==> src/sv/vfbs_pkg.sv <==
`timescale 1ns / 1ps
// ---------------------------------------------------------------------------
// vfbs_pkg: shared types and constants
// Constants, request codes and beat layouts for the voxel face bitmap store.
// ---------------------------------------------------------------------------
package vfbs_pkg;

   localparam int AXIS_MAX   = 32;
   localparam int WORD_BITS  = 16;
   localparam int DIRECTIONS = 6;
   localparam int ROW_WORDS  = (AXIS_MAX + WORD_BITS - 1) / WORD_BITS;
   localparam int DEPTH      = DIRECTIONS * AXIS_MAX * AXIS_MAX * ROW_WORDS;
   localparam int ADDR_W     = $clog2(DEPTH);
   localparam int BIT_W      = $clog2(WORD_BITS);
   localparam int CNT_W      = 18;
   localparam int WIDE_W     = 40;

   typedef enum logic [2:0] {
      REQ_SET     = 3'd0,
      REQ_HAS     = 3'd1,
      REQ_READ    = 3'd2,
      REQ_WRITE   = 3'd3,
      REQ_REPLACE = 3'd4,
      REQ_EMIT    = 3'd5
   } req_code_type;

   typedef enum logic [1:0] {
      CSR_AXIS   = 2'd0,
      CSR_ROOT_X = 2'd1,
      CSR_ROOT_Y = 2'd2,
      CSR_ROOT_Z = 2'd3
   } csr_code_type;

   typedef struct packed {
      logic [2:0]  req_type;
      logic [2:0]  direction;
      logic [31:0] cell_x;
      logic [31:0] cell_y;
      logic [31:0] cell_z;
      logic [4:0]  slice;
      logic [4:0]  row_v;
      logic        word_index;
      logic [15:0] data_word;
      logic [15:0] mask_word;
   } req_type_type;

   typedef struct packed {
      logic        hit;
      logic [15:0] read_word;
      logic [31:0] face_x;
      logic [31:0] face_y;
      logic [31:0] face_z;
      logic [2:0]  face_dir;
      logic        face_valid;
      logic [17:0] total_faces;
      logic        error;
      logic        last;
   } rsp_type_type;

   typedef struct packed {
      logic [1:0]  index;
      logic [31:0] data;
   } csr_type_type;

   // popcount of one word
   function automatic logic [BIT_W:0] popcnt(input logic [WORD_BITS-1:0] w);
      logic [BIT_W:0] c;
      c = '0;
      for (int i = 0; i < WORD_BITS; i++) c = c + (BIT_W+1)'(w[i]);
      return c;
   endfunction

endpackage

==> src/sv/vfbs_mac.sv <==
`timescale 1ns / 1ps
// ---------------------------------------------------------------------------
// vfbs_mac: shared multiply-add unit
// One registered a*b+c: 32-bit signed a, 7-bit unsigned b, 40-bit signed c and result, 32x7 product.
// ---------------------------------------------------------------------------
module vfbs_mac (
   input  logic                                  clock,
   input  logic signed [31:0]                    op_a,
   input  logic        [6:0]                     op_b,
   input  logic signed [vfbs_pkg::WIDE_W-1:0]    op_c,
   output logic signed [vfbs_pkg::WIDE_W-1:0]    res_ff
);
   logic signed [vfbs_pkg::WIDE_W-1:0] res_in;

   assign res_in = vfbs_pkg::WIDE_W'(op_a) * vfbs_pkg::WIDE_W'($signed({1'b0, op_b}))
                   + op_c;

   always_ff @(posedge clock) begin
      res_ff <= res_in;
   end
endmodule

==> config.mk <==
export PLATFORM = sky130hd
export DESIGN_NAME = vfbs_mac
export DESIGN_NICKNAME = d
export VERILOG_FILES = /design/src/sv/vfbs_pkg.sv /design/src/sv/vfbs_mac.sv
export SDC_FILE = /design/constraint.sdc
export NUM_CORES = 1
export LEC_CHECK = 0
export BUFFER_PORTS_ARGS = -buffer_cell sky130_fd_sc_hd__buf_2
export CAP_MARGIN = 20
export CORE_AREA = 4 4 140 129
export CTS_CLUSTER_SIZE = 10
export DETAILED_ROUTE_END_ITERATION = 10
export DIE_AREA = 0 0 144 133
export HOLD_SLACK_MARGIN = 0.08
export PLACE_DENSITY = 0.94
export RECOVER_POWER = 50
export SLEW_MARGIN = 20
export SYNTH_ARGS = -nofsm -noshare
export SYNTH_HDL_FRONTEND = slang
export SYNTH_SLANG_ARGS = --single-unit
==> constraint.sdc <==
create_clock -name clock -period 6.1 [get_ports clock]
set_clock_uncertainty 0.05 [all_clocks]
set_input_delay 0.61 -clock clock [delete_from_list [all_inputs] [get_ports clock]]
set_output_delay 0.61 -clock clock [all_outputs]
set_load 0.02 [all_outputs]
==> tab_implementation.tex <==
\begin{tabular}{lr}
\hline
Metric & Value \\
\hline
\multicolumn{2}{l}{\textbf{Clocking}} \\
\quad CTS Buf Count & 5 \\
\quad Clock root buffer & clkbuf\_16 \\
\quad Count of buffers added by post-CTS timing repair for setup & 0 \\
\quad Hold buffers post-CTS & 0 \\
\quad CTS-repair resized insts & 0 \\
\quad Count of clock tree sinks & 40 \\
\quad CTS tree & yes \\
\quad Number of levels in the clock H-tree & 2 \\
\quad Clock-pin slew of the registers on the worst-case setup and hold paths & 0.06 ns \\
\quad Buffers from clock root to sink, at most & 2 \\
\multicolumn{2}{l}{\textbf{Status}} \\
\quad Run status & completed \\
\multicolumn{2}{l}{\textbf{Timing}} \\
\quad Setup slack of the critical path after layout & 0.716 ns \\
\quad Worst Tran Pin Value & 0.625 ns \\
\quad Final total negative setup slack & 0 ns \\
\quad Unrepaired setup endpoints after global routing & false \\
\quad Crit share post-route & 88.3\% \\
\quad Hold violation count in the final report & 0 \\
\quad Number of max-slew violations in the final report & 0 \\
\quad Maximum clock rate & 186 MHz \\
\quad Fin crit period & 5.38 ns \\
\quad Setup violations, final & 0 \\
\quad Slew Limit Headroom & 58.0\% \\
\multicolumn{2}{l}{\textbf{Cells and area}} \\
\quad Area delta synth->final & 8.71\% \\
\quad Largest registers in the final layout & res\_ff (40) \\
\quad Commonest non-fill, non-tap cell in the layout & inv\_1 \\
\quad Ant. Diodes & 0 \\
\quad Share of layout cells above drive strength 1 & 8.39\% \\
\quad Highest-count cells in the layout ignoring fill and taps & inv\_1, fa\_1, and2\_1 \\
\quad Core occupancy in the finished layout & 66.1\% \\
\quad Total non-filler cell area in the finished layout & 0.0110 mm\^{}2 \\
\quad Register with the highest flop count & res\_ff \\
\quad Max FFs per register & 40 \\
\quad Final layout net count & 1,608 \\
\multicolumn{2}{l}{\textbf{Critical path}} \\
\quad Largest fanout on the critical path & 17 \\
\quad Master of the slowest instance on the critical path & fa\_1 \\
\quad Required time of the worst setup path & 6.22 ns \\
\quad Cell-by-cell trace of the critical path & buf\_2 > nand2\_1 > fa\_1 > inv\_1 > fa\_1 > fa\_1 > inv\_1 > fa\_1 > inv\_1 > ha\_1 > a21o\_4 > a311o\_1 > a31oi\_2 > and3b\_1 > o211ai\_2 > a2111oi\_4 > nor3\_1 \\
\quad Startpoint types & input port \\
\quad Kind of end point of the critical path & flip-flop \\
\quad Most common cell on crit path & fa\_1 \\
\quad Delay of the slowest cell on the worst path & 0.56 ns \\
\quad WS Path Type & input port to flip-flop \\
\quad Arrival time at the worst endpoint & 5.51 ns \\
\multicolumn{2}{l}{\textbf{Synthesis}} \\
\quad Number of enable-type register cells in the synthesized netlist & 0 \\
\quad Post-synthesis area per instance & 8.83 um\^{}2 \\
\quad Post-synthesis cell count & 1,144 \\
\quad Flip-flop and latch count after synthesis & 40 \\
\quad Primary flip-flop cell chosen by synthesis mapping & dfxtp\_1 \\
\quad Cell variety after synth & 54 \\
\quad Synth area leader & fa\_1 \\
\quad Post-synth design cell area & 0.0101 mm\^{}2 \\
\quad Top cells by area in the synthesized netlist & fa\_1, inv\_1, ha\_1, and2\_1, dfxtp\_1 \\
\quad Share of Yosys cell area claimed by the top area cell type & 40.8\% \\
\quad Synth async-reset ratio & 0\% \\
\quad Share of synthesized area occupied by flip-flops and latches & 7.93\% \\
\quad Total nets after synthesis & 1,513 \\
\quad Yosys warning total & 0 \\
\multicolumn{2}{l}{\textbf{Floorplanning}} \\
\quad Die Span X & 144 um \\
\quad Effective utilization at floorplan & 60.8\% \\
\quad Area enclosed by the die boundary & 0.0192 mm\^{}2 \\
\quad Die Height & 133 um \\
\quad Std-Cell Rows & 45 \\
\quad Total core area & 0.0166 mm\^{}2 \\
\quad Number of I/O pins & 120 \\
\multicolumn{2}{l}{\textbf{Drt}} \\
\quad DR vias & 7,986 \\
\quad Total wirelength of the detailed-routed design & 24.3 mm \\
\quad Drt first-iter violations & 453 \\
\quad Antenna viol nets, final & 0 \\
\quad Count of unresolved DRC violations after routing & 0 \\
\quad Detailed-route wire length per cell & 16.8 um \\
\quad Detailed Routing Iterations Pass 1 & 5 \\
\quad Detail-routed via count per cell & 5.50 \\
\multicolumn{2}{l}{\textbf{Pwr}} \\
\quad Lkg Pwr & 5.91 nW \\
\quad Power Dens Cells & 529 mW/mm\^{}2 \\
\quad Design Power & 5.80 mW \\
\quad Maximum ir drop on the vdd rail & 0.000319 V \\
\multicolumn{2}{l}{\textbf{Global route}} \\
\quad Largest net degree at the start of global routing & 33 \\
\quad Number of global-route vias before repair & 8,927 \\
\quad GR Overflow Total & 0 \\
\quad Number of antenna violations at the first check in global routing & 0 \\
\quad First-pass GRT wire length & 41.3 mm \\
\quad Total routing resource utilization after global routing & 26.8\% \\
\multicolumn{2}{l}{\textbf{Min path}} \\
\quad Critical hold path startpoint & op\_c[0] \\
\quad Hold Crit Endpoint & res\_ff[0] \\
\quad Hold Path Class & input port to flip-flop \\
\quad Number of cells traversed by the worst hold path & 2 \\
\multicolumn{2}{l}{\textbf{Placement}} \\
\quad Number of I/O port buffers & 119 \\
\quad Routability cong. & 0.937 \\
\quad Placed Area & 0.0109 mm\^{}2 \\
\quad DP HPWL & 20.7 mm \\
\quad Pre-CTS setup slack & 0.465 ns \\
\multicolumn{2}{l}{\textbf{Flow run}} \\
\quad \# Max-Cap Violations & 0 \\
\hline
\end{tabular}
## how the worst max path moves through the flow
stage	slack, ns	startpoint	cells after the start	end
finish	0.72	op_b[1]	17	res_ff[39]
global route	0.48	op_b[0]	18	res_ff[39]
CTS	0.74	op_b[2]	17	res_ff[39]
global placement	0.58	op_b[0]	18	res_ff[34]
floorplan	0.99	op_b[0]	17	res_ff[39]
detailed placement	0.47	op_b[0]	17	res_ff[39]
## worst max-delay path: cells and delay by family
family / cells / cell delay [ns]
adder cells (fa/ha/maj): 5 / 2.45
AO/OA/AOI/OAI: 5 / 1.35
buffers and inverters: 4 / 0.61
AND/OR/NAND/NOR: 3 / 0.47
## Yosys cell counts, types with 3 or more instances
library cell / n
nor3_1: 11
nand3_1: 7
a21o_1: 15
and4_1: 3
nand4_1: 6
o31ai_1: 3
fa_1: 206
o21bai_1: 9
dfxtp_1: 40
nor2_1: 20
and2_1: 155
o21a_1: 3
and3_1: 6
xnor2_1: 28
ha_1: 83
xor2_1: 8
o21ai_1: 5
o211ai_1: 4
clkbuf_1: 35
o21ai_0: 14
nand2_1: 94
a21oi_1: 42
a211oi_1: 3
a31oi_1: 8
inv_1: 300
## final cells by class
type	count	area [um^2]
Multi-Input combinational cell	768	8040
Fill cell	1278	5630
Inverter	300	1130
Sequential cell	40	801
Timing Repair Buffer	124	584
Tap cell	211	264
Clock buffer	5	125
Clock inverter	3	42.5
## kinds of logic (layout without fill, tap and decap cells)
kind of cell / Yosys count / in the layout / share of synthesized area [%]
buffers and inverters: 336 / 432 / 12.5
AND/OR/NAND/NOR: 311 / 311 / 16.4
adder cells (fa/ha/maj): 289 / 289 / 51.1
AO/OA/AOI/OAI: 130 / 130 / 8.73
flip-flops: 40 / 40 / 7.93
XOR/XNOR: 36 / 36 / 3.12
multiplexers: 2 / 2 / 0.211
## power by group
| part | switching [mW] | internal (mW) | total [mW] | leakage, nW |
|---|---|---|---|---|
| logic | 3.06 | 1.94 | 5.00 | 5.49 |
| clock network | 0.112 | 0.192 | 0.305 | 0.0798 |
| registers | 0.0407 | 0.459 | 0.499 | 0.337 |
## through the flow
stage	hold WS, ns	instances
floorplan	0.690	1144
global placement	0.789	1443
detailed placement	0.789	1443
CTS	0.492	1451
global route	0.498	1451
finish	0.496	1451
## layer usage
metal	routed length, um	vias to the layer above	global-route usage (%)	share of wire [%]
li1	-	3617	-	-
met1	9660	3902	34.8	40
met2	11700	395	44.4	48
met3	2140	72	4.88	8.8
met4	858	0	10.7	3.5
met5	0	-	0	0
(Power assumes the default switching activity.)
